$ cat config.mk
export PLATFORM = sky130hd
export DESIGN_NAME = multi_axis_homing_sequencer_unit_flat
export DESIGN_NICKNAME = d
export VERILOG_FILES = /design/src/design/hsq_pkg.sv /design/src/design/hsq_in_if.sv /design/src/design/hsq_out_if.sv /design/src/design/hsq_cfg_regs.sv /design/src/design/hsq_seq_core.sv /design/src/design/multi_axis_homing_sequencer_unit.sv /design/src/flat_wrapper.sv
export SDC_FILE = /design/constraint.sdc
export NUM_CORES = 1
export LEC_CHECK = 0
export BUFFER_PORTS_ARGS = -buffer_cell sky130_fd_sc_hd__buf_4
export CORE_UTILIZATION = 54
export CTS_CLUSTER_DIAMETER = 60
export DETAILED_ROUTE_END_ITERATION = 7
export PLACE_DENSITY = 0.78
export SYNTH_ARGS = -nofsm -noshare
export SYNTH_HDL_FRONTEND = slang
export SYNTH_SLANG_ARGS = --single-unit
$ cat constraint.sdc
create_clock -name clk -period 5.7 [get_ports clk]
set_clock_uncertainty 0.1 [all_clocks]
set_input_delay 1.14 -clock clk [delete_from_list [all_inputs] [get_ports clk]]
set_output_delay 1.14 -clock clk [all_outputs]
set_load 0.01 [all_outputs]
$ cat src/design/hsq_pkg.sv
// ----------------------------------------------------------------------------
// hsq_pkg - shared types and constants of the homing sequencer
// Op codes, stage encoding, outcome codes, register indexes and the
// item, result and configuration structures.
// ----------------------------------------------------------------------------
package hsq_pkg;

  localparam int MASK_W = 8;
  localparam int CNT_W  = 16;
  localparam int EFF_W  = 11;

  localparam logic [CNT_W-1:0] CNT_MAX = '1;

  // item kinds
  localparam logic [1:0] OP_START  = 2'd0;
  localparam logic [1:0] OP_CYCLE  = 2'd1;
  localparam logic [1:0] OP_CANCEL = 2'd2;

  // drive modes
  localparam logic [3:0] MODE_NONE   = 4'd0;
  localparam logic [3:0] MODE_HOMING = 4'd6;
  localparam logic [3:0] MODE_TORQUE = 4'd10;

  // control-word modes
  localparam logic [1:0] CW_ENABLE       = 2'd0;
  localparam logic [1:0] CW_SWITCH_ON    = 2'd1;
  localparam logic [1:0] CW_HOMING_START = 2'd2;

  // outcome codes
  localparam logic [2:0] OC_RUNNING     = 3'd0;
  localparam logic [2:0] OC_SUCCESS     = 3'd1;
  localparam logic [2:0] OC_ENABLE_TO   = 3'd2;
  localparam logic [2:0] OC_CLEAR_TO    = 3'd3;
  localparam logic [2:0] OC_HOMING_ERR  = 3'd4;
  localparam logic [2:0] OC_TRIGGER_TO  = 3'd5;

  // phases
  localparam logic [1:0] PH_PREPARE = 2'd0;
  localparam logic [1:0] PH_PRELOAD = 2'd1;
  localparam logic [1:0] PH_ORIGIN  = 2'd2;

  // stage numbers as reported in failed_stage
  localparam logic [2:0] STG_ENABLE    = 3'd0;
  localparam logic [2:0] STG_CLEAR_DIS = 3'd1;
  localparam logic [2:0] STG_CLEAR_EN  = 3'd2;
  localparam logic [2:0] STG_PRELOAD   = 3'd3;
  localparam logic [2:0] STG_SETTLE    = 3'd4;
  localparam logic [2:0] STG_TRIGGER   = 3'd5;

  // configuration register indexes
  localparam logic [2:0] REG_PRELOAD_EFFORT  = 3'd0;
  localparam logic [2:0] REG_PRELOAD_CYCLES  = 3'd1;
  localparam logic [2:0] REG_SETTLE_CYCLES   = 3'd2;
  localparam logic [2:0] REG_EDGE_CYCLES     = 3'd3;
  localparam logic [2:0] REG_ENABLE_TIMEOUT  = 3'd4;
  localparam logic [2:0] REG_CLEAR_TIMEOUT   = 3'd5;
  localparam logic [2:0] REG_TRIGGER_TIMEOUT = 3'd6;

  localparam logic signed [EFF_W-1:0] RST_PRELOAD_EFFORT = -11'sd800;
  localparam logic [CNT_W-1:0] RST_PRELOAD_CYCLES  = 16'd2000;
  localparam logic [CNT_W-1:0] RST_SETTLE_CYCLES   = 16'd1000;
  localparam logic [CNT_W-1:0] RST_EDGE_CYCLES     = 16'd1000;
  localparam logic [CNT_W-1:0] RST_TIMEOUT         = 16'd2000;

  typedef enum logic [5:0] {
    ST_ENABLE    = 6'b000001,
    ST_CLEAR_DIS = 6'b000010,
    ST_CLEAR_EN  = 6'b000100,
    ST_PRELOAD   = 6'b001000,
    ST_SETTLE    = 6'b010000,
    ST_TRIGGER   = 6'b100000
  } stage_t;

  typedef struct packed {
    logic signed [EFF_W-1:0] preload_effort;
    logic [CNT_W-1:0]        preload_cycles;
    logic [CNT_W-1:0]        settle_cycles;
    logic [CNT_W-1:0]        edge_cycles;
    logic [CNT_W-1:0]        enable_timeout;
    logic [CNT_W-1:0]        clear_timeout;
    logic [CNT_W-1:0]        trigger_timeout;
  } cfg_t;

  typedef struct packed {
    logic [1:0]        op;
    logic [MASK_W-1:0] disabled_mask;
    logic [MASK_W-1:0] op_enabled_bits;
    logic [MASK_W-1:0] homing_attained_bits;
    logic [MASK_W-1:0] homing_error_bits;
  } item_t;

  typedef struct packed {
    logic [3:0]              drive_mode;
    logic signed [EFF_W-1:0] effort_value;
    logic [MASK_W-1:0]       drive_mask;
    logic [1:0]              cw_mode;
    logic                    running;
    logic [2:0]              outcome;
    logic [1:0]              phase;
    logic [MASK_W-1:0]       failed_mask;
    logic [2:0]              failed_stage;
  } result_t;

  function automatic logic [2:0] stage_num(input stage_t s);
    logic [2:0] n;
    unique case (s)
      ST_ENABLE:    n = STG_ENABLE;
      ST_CLEAR_DIS: n = STG_CLEAR_DIS;
      ST_CLEAR_EN:  n = STG_CLEAR_EN;
      ST_PRELOAD:   n = STG_PRELOAD;
      ST_SETTLE:    n = STG_SETTLE;
      ST_TRIGGER:   n = STG_TRIGGER;
      default:      n = STG_ENABLE;
    endcase
    return n;
  endfunction

  function automatic logic [1:0] phase_of(input stage_t s);
    logic [1:0] p;
    unique case (s)
      ST_ENABLE, ST_CLEAR_DIS, ST_CLEAR_EN: p = PH_PREPARE;
      ST_PRELOAD:                           p = PH_PRELOAD;
      ST_SETTLE, ST_TRIGGER:                p = PH_ORIGIN;
      default:                              p = PH_PREPARE;
    endcase
    return p;
  endfunction

endpackage

$ cat src/design/hsq_in_if.sv
// ----------------------------------------------------------------------------
// hsq_in_if - status item channel
// Valid/ready channel carrying one item kind and the per-actuator status masks.
// ----------------------------------------------------------------------------
interface hsq_in_if;
  logic       valid;
  logic       ready;
  logic [1:0] op;
  logic [7:0] disabled_mask;
  logic [7:0] op_enabled_bits;
  logic [7:0] homing_attained_bits;
  logic [7:0] homing_error_bits;

  modport source (
    output valid, op, disabled_mask, op_enabled_bits, homing_attained_bits,
           homing_error_bits,
    input  ready
  );
  modport sink (
    input  valid, op, disabled_mask, op_enabled_bits, homing_attained_bits,
           homing_error_bits,
    output ready
  );
endinterface

$ cat src/design/hsq_out_if.sv
// ----------------------------------------------------------------------------
// hsq_out_if - command result channel
// Valid/ready channel carrying the drive command and sequence status.
// ----------------------------------------------------------------------------
interface hsq_out_if;
  logic              valid;
  logic              ready;
  logic [3:0]        drive_mode;
  logic signed [10:0] effort_value;
  logic [7:0]        drive_mask;
  logic [1:0]        cw_mode;
  logic              running;
  logic [2:0]        outcome;
  logic [1:0]        phase;
  logic [7:0]        failed_mask;
  logic [2:0]        failed_stage;

  modport source (
    output valid, drive_mode, effort_value, drive_mask, cw_mode,
           running, outcome, phase, failed_mask, failed_stage,
    input  ready
  );
  modport sink (
    input  valid, drive_mode, effort_value, drive_mask, cw_mode,
           running, outcome, phase, failed_mask, failed_stage,
    output ready
  );
endinterface

$ cat src/design/hsq_cfg_regs.sv
// ----------------------------------------------------------------------------
// hsq_cfg_regs - configuration register file
// Seven write-only timing and effort registers with their reset defaults.
// ----------------------------------------------------------------------------
module hsq_cfg_regs (
  input  logic          clk,
  input  logic          rst_n,
  input  logic          cfg_we,
  input  logic [2:0]    cfg_index,
  input  logic [15:0]   cfg_wdata,
  output hsq_pkg::cfg_t cfg
);
  import hsq_pkg::*;

  cfg_t cfg_r, cfg_nxt;

  always_comb begin
    cfg_nxt = cfg_r;
    if (cfg_we) begin
      unique case (cfg_index)
        REG_PRELOAD_EFFORT:  cfg_nxt.preload_effort  = $signed(cfg_wdata[EFF_W-1:0]);
        REG_PRELOAD_CYCLES:  cfg_nxt.preload_cycles  = cfg_wdata;
        REG_SETTLE_CYCLES:   cfg_nxt.settle_cycles   = cfg_wdata;
        REG_EDGE_CYCLES:     cfg_nxt.edge_cycles     = cfg_wdata;
        REG_ENABLE_TIMEOUT:  cfg_nxt.enable_timeout  = cfg_wdata;
        REG_CLEAR_TIMEOUT:   cfg_nxt.clear_timeout   = cfg_wdata;
        REG_TRIGGER_TIMEOUT: cfg_nxt.trigger_timeout = cfg_wdata;
        default: ;
      endcase
    end
  end

  always_ff @(posedge clk) begin
    if (!rst_n) begin
      cfg_r.preload_effort  <= RST_PRELOAD_EFFORT;
      cfg_r.preload_cycles  <= RST_PRELOAD_CYCLES;
      cfg_r.settle_cycles   <= RST_SETTLE_CYCLES;
      cfg_r.edge_cycles     <= RST_EDGE_CYCLES;
      cfg_r.enable_timeout  <= RST_TIMEOUT;
      cfg_r.clear_timeout   <= RST_TIMEOUT;
      cfg_r.trigger_timeout <= RST_TIMEOUT;
    end else begin
      cfg_r <= cfg_nxt;
    end
  end

  assign cfg = cfg_r;

endmodule

$ cat src/design/hsq_seq_core.sv
// ----------------------------------------------------------------------------
// hsq_seq_core - homing stage sequencer
// Holds the sequence state and works out the command and status for one
// item in a single pass; state advances on step.
// ----------------------------------------------------------------------------
module hsq_seq_core #(
  parameter int ACTUATORS = 8
) (
  input  logic             clk,
  input  logic             rst_n,
  input  logic             step,
  input  hsq_pkg::item_t   item,
  input  hsq_pkg::cfg_t    cfg,
  output hsq_pkg::result_t res
);
  import hsq_pkg::*;

  localparam int ActN = (ACTUATORS > MASK_W) ? MASK_W : ACTUATORS;
  localparam logic [MASK_W-1:0] ActMask = MASK_W'(((MASK_W+1)'(1) << ActN) - (MASK_W+1)'(1));

  stage_t            stage_r, stage_nxt;
  logic [CNT_W-1:0]  cnt_r, cnt_nxt;
  logic              active_r, active_nxt;
  logic [2:0]        outcome_r, outcome_nxt;
  logic [MASK_W-1:0] excluded_r, excluded_nxt;
  logic [MASK_W-1:0] present_r, present_nxt;
  logic [MASK_W-1:0] progress_r, progress_nxt;
  logic [MASK_W-1:0] attained_r, attained_nxt;
  logic [MASK_W-1:0] failed_r, failed_nxt;
  logic [2:0]        fstage_r, fstage_nxt;

  logic [MASK_W-1:0] en, att, herr, targets, present_en, trig_err, att_upd, pending;
  logic [CNT_W-1:0]  cnt_inc;
  logic signed [CNT_W+1:0] settle_edge;
  logic              homing_tail;
  logic [3:0]        mode;
  logic signed [EFF_W-1:0] effort;
  logic [MASK_W-1:0] drive;
  logic [1:0]        cw;

  assign en         = item.op_enabled_bits & ActMask;
  assign att        = item.homing_attained_bits & ActMask;
  assign herr       = item.homing_error_bits & ActMask;
  assign targets    = ~excluded_r & ActMask;
  assign present_en = present_r | (en & targets);
  assign cnt_inc    = (cnt_r == CNT_MAX) ? cnt_r : cnt_r + CNT_W'(1);
  assign trig_err   = present_r & herr;
  assign att_upd    = attained_r | (present_r & att & progress_r & ~herr);
  assign pending    = present_r & ~att_upd;

  // settle switches to homing mode once the counter passes settle - edge
  assign settle_edge = $signed({2'b00, cfg.settle_cycles}) - $signed({2'b00, cfg.edge_cycles});
  assign homing_tail = $signed({2'b00, cnt_inc}) > settle_edge;

  always_comb begin
    stage_nxt    = stage_r;
    cnt_nxt      = cnt_r;
    active_nxt   = active_r;
    outcome_nxt  = outcome_r;
    excluded_nxt = excluded_r;
    present_nxt  = present_r;
    progress_nxt = progress_r;
    attained_nxt = attained_r;
    failed_nxt   = failed_r;
    fstage_nxt   = fstage_r;
    mode         = MODE_NONE;
    effort       = '0;
    drive        = '0;
    cw           = CW_ENABLE;

    priority if (item.op == OP_START) begin
      active_nxt   = 1'b1;
      outcome_nxt  = OC_RUNNING;
      excluded_nxt = item.disabled_mask;
      present_nxt  = '0;
      progress_nxt = '0;
      attained_nxt = '0;
      failed_nxt   = '0;
      stage_nxt    = ST_ENABLE;
      cnt_nxt      = '0;
    end else if (item.op == OP_CANCEL) begin
      active_nxt = 1'b0;
    end else if (item.op == OP_CYCLE && active_r) begin
      cnt_nxt = cnt_inc;
      unique case (stage_r)
        ST_ENABLE: begin
          mode        = MODE_TORQUE;
          drive       = targets;
          present_nxt = present_en;
          if ((present_en & targets) == targets && present_en != '0) begin
            stage_nxt = ST_CLEAR_DIS;
            cnt_nxt   = '0;
          end else if (cnt_inc >= cfg.enable_timeout) begin
            if (present_en != '0) begin
              stage_nxt = ST_CLEAR_DIS;
              cnt_nxt   = '0;
            end else begin
              // nobody answered: every actuator is blamed
              failed_nxt  = ActMask;
              outcome_nxt = OC_ENABLE_TO;
              active_nxt  = 1'b0;
            end
          end
        end
        ST_CLEAR_DIS: begin
          mode  = MODE_HOMING;
          drive = present_r;
          cw    = CW_SWITCH_ON;
          if ((en & present_r) == '0) begin
            stage_nxt = ST_CLEAR_EN;
            cnt_nxt   = '0;
          end else if (cnt_inc >= cfg.clear_timeout) begin
            failed_nxt  = present_r & en;
            outcome_nxt = OC_CLEAR_TO;
            active_nxt  = 1'b0;
          end
        end
        ST_CLEAR_EN: begin
          mode  = MODE_HOMING;
          drive = present_r;
          if ((present_r & ~en) == '0 && (present_r & att) == '0) begin
            stage_nxt = ST_PRELOAD;
            cnt_nxt   = '0;
          end else if (cnt_inc >= cfg.clear_timeout) begin
            failed_nxt  = present_r & (~en | att) & ActMask;
            outcome_nxt = OC_CLEAR_TO;
            active_nxt  = 1'b0;
          end
        end
        ST_PRELOAD: begin
          mode   = MODE_TORQUE;
          drive  = present_r;
          effort = cfg.preload_effort;
          if (cnt_inc >= cfg.preload_cycles) begin
            stage_nxt = ST_SETTLE;
            cnt_nxt   = '0;
          end
        end
        ST_SETTLE: begin
          mode   = homing_tail ? MODE_HOMING : MODE_TORQUE;
          drive  = present_r;
          effort = cfg.preload_effort;
          if (cnt_inc >= cfg.settle_cycles) begin
            stage_nxt = ST_TRIGGER;
            cnt_nxt   = '0;
          end
        end
        ST_TRIGGER: begin
          mode         = MODE_HOMING;
          drive        = present_r;
          effort       = cfg.preload_effort;
          cw           = CW_HOMING_START;
          failed_nxt   = failed_r | trig_err;
          attained_nxt = att_upd;
          progress_nxt = progress_r | (present_r & ~att & ActMask);
          priority if (trig_err != '0) begin
            outcome_nxt = OC_HOMING_ERR;
            active_nxt  = 1'b0;
          end else if (pending != '0) begin
            if (cnt_inc >= cfg.trigger_timeout) begin
              failed_nxt  = failed_r | trig_err | pending;
              outcome_nxt = OC_TRIGGER_TO;
              active_nxt  = 1'b0;
            end
          end else begin
            outcome_nxt = OC_SUCCESS;
            active_nxt  = 1'b0;
          end
        end
        default: ;
      endcase
      if (!active_nxt && outcome_nxt != OC_SUCCESS) begin
        fstage_nxt = stage_num(stage_r);
      end
    end else begin
      // unused op, or a cycle while idle: state holds
    end
  end

  always_ff @(posedge clk) begin
    if (!rst_n) begin
      stage_r    <= ST_ENABLE;
      cnt_r      <= '0;
      active_r   <= 1'b0;
      outcome_r  <= OC_RUNNING;
      excluded_r <= '0;
      present_r  <= '0;
      progress_r <= '0;
      attained_r <= '0;
      failed_r   <= '0;
      fstage_r   <= STG_ENABLE;
    end else if (step) begin
      stage_r    <= stage_nxt;
      cnt_r      <= cnt_nxt;
      active_r   <= active_nxt;
      outcome_r  <= outcome_nxt;
      excluded_r <= excluded_nxt;
      present_r  <= present_nxt;
      progress_r <= progress_nxt;
      attained_r <= attained_nxt;
      failed_r   <= failed_nxt;
      fstage_r   <= fstage_nxt;
    end
  end

  always_comb begin
    res.drive_mode   = mode;
    res.effort_value = effort;
    res.drive_mask   = drive;
    res.cw_mode      = cw;
    res.running      = active_nxt;
    res.outcome      = outcome_nxt;
    res.phase        = phase_of(stage_nxt);
    res.failed_mask  = failed_nxt;
    res.failed_stage = fstage_nxt;
  end

endmodule

$ cat src/design/multi_axis_homing_sequencer_unit.sv
// ----------------------------------------------------------------------------
// multi_axis_homing_sequencer_unit - homing sequencer for several drives
// Input register, single-pass stage logic and result register.
//
//   channel   direction  handshake      payload
//   in_chan   sink       valid / ready  op, disabled_mask, status masks
//   out_chan  source     valid / ready  mode, effort, drive mask, status
//   cfg_*     write      cfg_we         cfg_index, cfg_wdata
//
// one item per clock sustained while out_chan.ready stays high; an item is held in
// the input register, then its result in the result register, which offers it out
// the result register is the only stall point: in_chan.ready stays high
// while the input register is empty or can move into the result register
// rst_n is synchronous; it clears the sequence state and both valid flags
// and restores the register defaults
// ----------------------------------------------------------------------------
module multi_axis_homing_sequencer_unit #(
  parameter int ACTUATORS = 8
) (
  input  logic       clk,
  input  logic       rst_n,
  hsq_in_if.sink     in_chan,
  hsq_out_if.source  out_chan,
  input  logic       cfg_we,
  input  logic [2:0] cfg_index,
  input  logic [15:0] cfg_wdata
);
  import hsq_pkg::*;

  cfg_t    cfg;
  item_t   item_r, item_nxt;
  logic    item_vld_r, item_vld_nxt;
  result_t res, res_r;
  logic    res_vld_r, res_vld_nxt;
  logic    out_free, step, in_xfer;

  assign out_free = !res_vld_r || out_chan.ready;
  assign step     = item_vld_r && out_free;
  assign in_chan.ready = !item_vld_r || out_free;
  assign in_xfer  = in_chan.valid && in_chan.ready;

  always_comb begin
    item_nxt.op                   = in_chan.op;
    item_nxt.disabled_mask        = in_chan.disabled_mask;
    item_nxt.op_enabled_bits      = in_chan.op_enabled_bits;
    item_nxt.homing_attained_bits = in_chan.homing_attained_bits;
    item_nxt.homing_error_bits    = in_chan.homing_error_bits;
  end

  assign item_vld_nxt = in_xfer ? 1'b1 : (step ? 1'b0 : item_vld_r);
  assign res_vld_nxt  = step ? 1'b1 : (out_chan.ready ? 1'b0 : res_vld_r);

  hsq_cfg_regs u_cfg (
    .clk       (clk),
    .rst_n     (rst_n),
    .cfg_we    (cfg_we),
    .cfg_index (cfg_index),
    .cfg_wdata (cfg_wdata),
    .cfg       (cfg)
  );

  hsq_seq_core #(
    .ACTUATORS (ACTUATORS)
  ) u_core (
    .clk   (clk),
    .rst_n (rst_n),
    .step  (step),
    .item  (item_r),
    .cfg   (cfg),
    .res   (res)
  );

  always_ff @(posedge clk) begin
    if (!rst_n) begin
      item_vld_r <= 1'b0;
      res_vld_r  <= 1'b0;
    end else begin
      item_vld_r <= item_vld_nxt;
      res_vld_r  <= res_vld_nxt;
    end
  end

  always_ff @(posedge clk) begin
    if (in_xfer) begin
      item_r <= item_nxt;
    end
    if (step) begin
      res_r <= res;
    end
  end

  assign out_chan.valid        = res_vld_r;
  assign out_chan.drive_mode   = res_r.drive_mode;
  assign out_chan.effort_value = res_r.effort_value;
  assign out_chan.drive_mask   = res_r.drive_mask;
  assign out_chan.cw_mode      = res_r.cw_mode;
  assign out_chan.running      = res_r.running;
  assign out_chan.outcome      = res_r.outcome;
  assign out_chan.phase        = res_r.phase;
  assign out_chan.failed_mask  = res_r.failed_mask;
  assign out_chan.failed_stage = res_r.failed_stage;

endmodule

$ cat src/flat_wrapper.sv
// flat-port wrapper written by rule: the top's interface ports become plain ports
module multi_axis_homing_sequencer_unit_flat import hsq_pkg::*;
#(
  parameter int ACTUATORS = 8
)
  (clk, rst_n, cfg_we, cfg_index, cfg_wdata, in_chan_valid, in_chan_op, in_chan_disabled_mask, in_chan_op_enabled_bits, in_chan_homing_attained_bits, in_chan_homing_error_bits, in_chan_ready, out_chan_valid, out_chan_drive_mode, out_chan_effort_value, out_chan_drive_mask, out_chan_cw_mode, out_chan_running, out_chan_outcome, out_chan_phase, out_chan_failed_mask, out_chan_failed_stage, out_chan_ready);
  hsq_in_if in_chan_i ();
  hsq_out_if out_chan_i ();
  input  logic clk;
  input  logic rst_n;
  input  logic cfg_we;
  input  logic [2:0] cfg_index;
  input  logic [15:0] cfg_wdata;
  input wire logic [$bits(in_chan_i.valid)-1:0] in_chan_valid;
  input wire logic [$bits(in_chan_i.op)-1:0] in_chan_op;
  input wire logic [$bits(in_chan_i.disabled_mask)-1:0] in_chan_disabled_mask;
  input wire logic [$bits(in_chan_i.op_enabled_bits)-1:0] in_chan_op_enabled_bits;
  input wire logic [$bits(in_chan_i.homing_attained_bits)-1:0] in_chan_homing_attained_bits;
  input wire logic [$bits(in_chan_i.homing_error_bits)-1:0] in_chan_homing_error_bits;
  output wire logic [$bits(in_chan_i.ready)-1:0] in_chan_ready;
  output wire logic [$bits(out_chan_i.valid)-1:0] out_chan_valid;
  output wire logic [$bits(out_chan_i.drive_mode)-1:0] out_chan_drive_mode;
  output wire logic [$bits(out_chan_i.effort_value)-1:0] out_chan_effort_value;
  output wire logic [$bits(out_chan_i.drive_mask)-1:0] out_chan_drive_mask;
  output wire logic [$bits(out_chan_i.cw_mode)-1:0] out_chan_cw_mode;
  output wire logic [$bits(out_chan_i.running)-1:0] out_chan_running;
  output wire logic [$bits(out_chan_i.outcome)-1:0] out_chan_outcome;
  output wire logic [$bits(out_chan_i.phase)-1:0] out_chan_phase;
  output wire logic [$bits(out_chan_i.failed_mask)-1:0] out_chan_failed_mask;
  output wire logic [$bits(out_chan_i.failed_stage)-1:0] out_chan_failed_stage;
  input wire logic [$bits(out_chan_i.ready)-1:0] out_chan_ready;
  assign in_chan_i.valid = in_chan_valid;
  assign in_chan_i.op = in_chan_op;
  assign in_chan_i.disabled_mask = in_chan_disabled_mask;
  assign in_chan_i.op_enabled_bits = in_chan_op_enabled_bits;
  assign in_chan_i.homing_attained_bits = in_chan_homing_attained_bits;
  assign in_chan_i.homing_error_bits = in_chan_homing_error_bits;
  assign in_chan_ready = in_chan_i.ready;
  assign out_chan_valid = out_chan_i.valid;
  assign out_chan_drive_mode = out_chan_i.drive_mode;
  assign out_chan_effort_value = out_chan_i.effort_value;
  assign out_chan_drive_mask = out_chan_i.drive_mask;
  assign out_chan_cw_mode = out_chan_i.cw_mode;
  assign out_chan_running = out_chan_i.running;
  assign out_chan_outcome = out_chan_i.outcome;
  assign out_chan_phase = out_chan_i.phase;
  assign out_chan_failed_mask = out_chan_i.failed_mask;
  assign out_chan_failed_stage = out_chan_i.failed_stage;
  assign out_chan_i.ready = out_chan_ready;
  multi_axis_homing_sequencer_unit #(.ACTUATORS(ACTUATORS)) u_core (.clk(clk), .rst_n(rst_n), .in_chan(in_chan_i), .out_chan(out_chan_i), .cfg_we(cfg_we), .cfg_index(cfg_index), .cfg_wdata(cfg_wdata));
endmodule
# --- Word-level counts from Yosys, hierarchy flattened ---
# Index checks and enable logic that the tools add are counted.
word_totals:
  register_bits: 254
  word_cells: 223
  out_inout_bits: 44
  in_bits: 58
classes:
  order_cmp: 6
  n_eq_ne: 21
  bitwise: 24
  addsub: 2
  reduce_logical: 42
  muxes: 95
ops:
  columns: ["op", "n"]
  rows:
  - ["$mux 8", 25]
  - ["$mux 16", 11]
  - ["$and 8x8->8", 11]
  - ["$ge 16x16->1", 5]
  - ["$pmux 16 s5", 1]
  - ["$mux 6", 10]
  - ["$mux 3", 19]
  - ["$or 8x8->8", 6]
  - ["$not 8->8", 5]
  - ["$pmux 8 s4", 1]
  - ["$pmux 6 s5", 1]
  - ["$logic_not 8->1", 3]
  - ["$reduce_bool 8->1", 3]
  - ["$mux 1", 19]
  - ["$gt 17x17->1", 1]
  - ["$sub 16x16->17", 1]
  - ["$add 16x1->16 const B", 1]
  - ["$eq 16x16->1 const B", 1]
  - ["$pmux 8 s2", 1]
  - ["$reduce_and 2->1", 8]
  - ["$pmux 3 s5", 1]
  - ["$eq 6x4->1 const B", 2]
  - ["$eq 6x5->1 const B", 2]
  - ["$eq 6x6->1 const B", 2]
  - ["other kinds (29)", 50]

# --- Depth between registers and ports, before layout ---
depth:
  ltp_word: 19
  depth_mapped: 21
  mapped_depth_nobuf: 21

# --- By module ---
# Synthesis repeated with hierarchy kept, for this count alone.
hier_totals:
  cells_unflattened: 1571
  area_unflattened_um2: 14507.7
by_module_without_submodules:
  columns: ["module", "seq_area_each_um2", "n_inst", "cells_each", "area_each_um2"]
  rows:
  - ["hsq_seq_core", 1381.3, 1, 1108, 8081.5]
  - ["hsq_cfg_regs", 2142.1, 1, 378, 4040.1]
  - ["multi_axis_homing_sequencer_unit", 2322.2, 1, 85, 2386.0]

# --- Least setup slack after synthesis ---
# No wires, ideal clock.
synth_timing:
  path_kind: "reg-to-reg"
  start: "register u_core.u_core.cnt_r[4]"
  end: "register u_core.res_r, in the netlist u_core.out_chan.failed_stage[0], data pin"
  slack_ns: 0.915
  n_path_buf: 1
  setup_ns: 0.262
  period_less_slack_ns: 4.785
  required_ns: 5.338
  stages_incl_launch_ff: 20
  arrival_ns: 4.423
  cell_sequence: "dfxtp_1 and4_1 nand4_1 nor2_1 nand3_1 nor2_1 a21oi_1 and3_1 xor2_1 ha_1 a21o_1 a211o_1 a211oi_1 o21ai_1 and3_1 buf_2 a211o_1 nor3_2 a211oi_2 mux2_1"
synth_rtl:
  columns: ["item", "line", "rtl"]
  rows:
  - ["start, declared", "hsq_seq_core.sv:22", "logic [CNT_W-1:0] cnt_r, cnt_nxt;"]
  - ["start signal, assigned", "hsq_seq_core.sv:194", "cnt_r <= cnt_nxt;"]
  - ["end signal, assigned", "multi_axis_homing_sequencer_unit.sv:88", "res_r <= res;"]
  - ["end, declared", "multi_axis_homing_sequencer_unit.sv:33", "result_t res, res_r;"]

==> results.py <==
metrics = {
    "run_status": {
        "outcome": "finished, final reports clean",
    },
    "pwr": {
        "p_clk_frac": 0.418,
        "pwr-share-comb": 0.110,
        "p_int_mw": 3.03,
        "p_leak_nw": 6.63,
        "power.switching_mw": 1.08,
        "powerDensity_nw_per_um2": 258,
        "seqPwrFrac": 0.473,
        "swShare": 0.264,
        "ir_worst_vdd_mv": 0.189,
    },
    "floorplan": {
        "die_h_um": 162,
        "die_w_um": 162,
        "core-area_sq_um": 25200,
        "design.portCount": 102,
        "start_util": 0.551,
        "dieArea_sq_um": 26400,
        "placementRows": 58,
    },
    "clock_network": {
        "root_buffer": "clkbuf_16",
        "clk_pin_slew_worst_paths_ns": 0.06,
        "cts_sinks": 253,
        "clk_path_buf_depth": 3,
        "ctsHoldBuffers": 0,
        "cts_buffers": 29,
        "cts.htree.levels": 1,
        "clk_latency_ns": 0.55,
        "cts_tree": "yes",
    },
    "yosys": {
        "synth_cell_types": 84,
        "synth_compound_area_frac": 0.197,
        "synthSimpleGateAreaFrac": 0.205,
        "synth.area.mux_share": 0.00478,
        "ys_ff_latch": 253,
        "yosys.area_share.adder": 0.103,
        "synth.net_count": 1789,
        "synthFlopType": "dfxtp_1",
        "synthXorXnorAreaFrac": 0.0170,
        "avgSynthCellArea_sq_um": 8.58,
        "synth_edf_count": 75,
        "syn-cell-area_sq_um": 13900,
        "synth_seq_area_share": 0.419,
        "yosysWarningCount": 0,
        "synth_top_family_by_area": "simple AND/OR/NAND/NOR gates",
        "async_flop_share": 0,
        "syn_inst": 1617,
    },
    "routing": {
        "drt-initial-drc-count": 1399,
        "num_vias": 12400,
        "first_pass_iters": 6,
        "ant_nets": 0,
        "avgViaCountPerCell": 6.01,
        "wl_um": 39000,
        "drcViolationCount": 0,
        "wire_per_inst_um": 19.0,
    },
    "timing": {
        "worst_slew_pin_slew_ns": 1.06,
        "tns_ns": 0,
        "finalSetupViolCount": 0,
        "min_period_ns": 5.28,
        "hold_viol": 0,
        "finalCritPeriodShare": 0.926,
        "slew-limit-headroom": 0.289,
        "clock.fmax_ghz": 0.189,
        "slew_violations": 0,
        "layout_setup_ws_ns": 0.420,
        "rsz0062_at_grt": "false",
    },
    "grt": {
        "grt_pass1_wl_um": 60900,
        "grt_pass1_vias": 11100,
        "grt-ovfl-total": 0,
        "grtUsageTotal": 0.295,
        "grt_max_degree": 79,
        "antenna_found_initial": 0,
    },
    "worst_setup_path": {
        "worstSetupStartpointType": "register",
        "cpMaxStageDelayCell": "dfxtp_1",
        "critPathMaxFanout": 7,
        "endpoint_kind": "register",
        "required_ns": 5.89,
        "crit_start": "u_core.u_core.cnt_r[4]",
        "r2r_start": "u_core.u_core.cnt_r[4]",
        "crit_type": "reg -> reg",
        "crit_chain": "and4_1, nand4_1, nor2_1, nand3_1, nor2_1, a21oi_1, buf_4, nand3_1, xnor2_1, buf_4, ha_1, and4_1, a221oi_1, o21ai_0, a31oi_1, a22oi_1, a2111oi_4, nor3_2, a211oi_2, mux2_1",
        "arrival_ns": 5.47,
        "max_stage_delay_ns": 0.44,
    },
    "finish": {
        "area_growth_pct": 14.7,
        "nets": 1880,
        "diodes": 0,
        "mostFrequentLayoutCells": "nand2_1 (270), dfxtp_1 (178), a21oi_1 (156)",
        "drive_gt1_frac": 0.123,
        "layout_commonest_cell": "nand2_1",
        "final_util": 0.632,
    },
    "flow_run": {
        "drv_cap": 0,
    },
    "placed_design": {
        "dp_slack_ns": 0.198,
        "routabilityCongestion": 0.955,
        "port_buffers": 100,
        "dp_hpwl_um": 28500,
    },
    "min_path": {
        "hold_path.startpoint": "u_core.u_cfg.cfg[52]",
        "min_path_type": "reg -> reg",
    },
}
==> power by group through the flow <==
| stage | Combinational, mW | Clock, mW | Sequential (mW) |
|---|---|---|---|
| final | 0.450 | 1.72 | 1.94 |
| after global routing | 0.490 | 1.80 | 1.95 |
| after CTS | 0.442 | 1.73 | 1.94 |
| after detailed placement | 0.440 | 0 | 1.98 |
| after global placement | 0.428 | 0 | 1.98 |
| after floorplan | 0.272 | 0 | 1.97 |
==> layout make-up <==
class | count | area [sq um]
repair buffers | 129 | 968
well taps | 330 | 413
flip-flops and latches | 253 | 5820
inverters | 126 | 473
fillers | 2147 | 9260
clock inverters | 18 | 114
multi-input cells | 1169 | 7390
clock buffers | 35 | 748
==> cells by family after synthesis <==
group	Yosys count
buffers and inverters	195
AOI/OAI and AO/OA	414
and+or+nand+nor	607
adders and majority gates	114
muxes	6
other	1
xor gates and xnor gates	27
DFF	253
==> repair_timing <==
action	in CTS	in global routing
setup endpoints to repair	0	13
resized for setup	0	9
buffers inserted	0	0
==> registers in the layout (all words and copies together), names as in the netlist, 2 cells and up <==
signal                        count
u_core.u_core.stage_r             6
u_core.out_chan.drive_mask        8
u_core.u_core.outcome_r           3
u_core.u_core.failed_r            8
u_core.u_core.progress_r          8
u_core.u_core.attained_r          8
u_core.out_chan.drive_mode        3
u_core.out_chan.outcome           3
u_core.u_core.cnt_r              16
u_core.u_core.fstage_r            3
u_core.out_chan.cw_mode           2
u_core.item_r                    34
u_core.out_chan.failed_mask       8
u_core.u_core.present_r           8
u_core.out_chan.effort_value     11
u_core.u_cfg.cfg                107
u_core.out_chan.phase             2
u_core.out_chan.failed_stage      3
u_core.u_core.excluded_r          8
==> worst paths after layout <==
check / end / slack [ns] / depth (start not counted)
hold / removal: u_core.u_cfg.cfg[52] / 0.35 / 2
hold reg to reg: u_core.u_cfg.cfg[52] / 0.35 / 2
setup reg to reg: u_core.out_chan.failed_stage[0] / 0.42 / 20
setup / recovery: u_core.out_chan.failed_stage[0] / 0.42 / 20
==> worst max-delay path: cells and delay by family (launching register included) <==
kind,cells,cell delay [ns]
AO/OA/AOI/OAI,7,1.87
XOR/XNOR,1,0.12
adder cells (fa/ha/maj),1,0.25
buffers and inverters,2,0.37
flip-flops,1,0.44
multiplexers,1,0.37
AND/OR/NAND/NOR,8,1.52
==> stage by stage <==
| step | total power, mW | instance area, sq um | instances | hold WS (ns) |
|---|---|---|---|---|
| 2_1_floorplan | 2.24 | 13900 | 1617 | 0.319 |
| 3_3_place_gp | 2.41 | 15000 | 2007 | 0.339 |
| 3_5_place_dp | 2.42 | 15000 | 2007 | 0.345 |
| 4_1_cts | 4.12 | 15900 | 2060 | 0.355 |
| 5_1_grt | 4.24 | 15900 | 2060 | 0.373 |
| 6_report | 4.11 | 15900 | 2060 | 0.353 |
==> layer usage <==
layer	global-route usage	wire length, um	vias up
met5	0	0	-
met4	0.0798	738	0
met3	0.0504	3840	59
met2	0.448	17100	582
met1	0.431	17400	5806
li1	-	-	5933
==> cell usage after synthesis, types with 11 or more instances <==
library cell | instances | area share
o21ai_0 | 37 | 0.013
nor3_1 | 30 | 0.011
and2_1 | 16 | 0.0072
a31oi_1 | 37 | 0.017
nand4_1 | 12 | 0.0054
nor2b_1 | 20 | 0.0090
nor2_1 | 114 | 0.031
xor2_1 | 13 | 0.0082
ha_1 | 113 | 0.10
a21oi_1 | 156 | 0.056
a21o_1 | 21 | 0.011
dfxtp_1 | 178 | 0.26
a211oi_1 | 11 | 0.0059
edfxtp_1 | 75 | 0.16
o211ai_1 | 39 | 0.021
xnor2_1 | 14 | 0.0088
nand3_1 | 39 | 0.014
inv_1 | 126 | 0.034
nand2_1 | 270 | 0.073
a22oi_1 | 24 | 0.013
nand2b_1 | 29 | 0.013
nor4_1 | 13 | 0.0059
clkbuf_1 | 60 | 0.016
(Power assumes the default switching activity.)
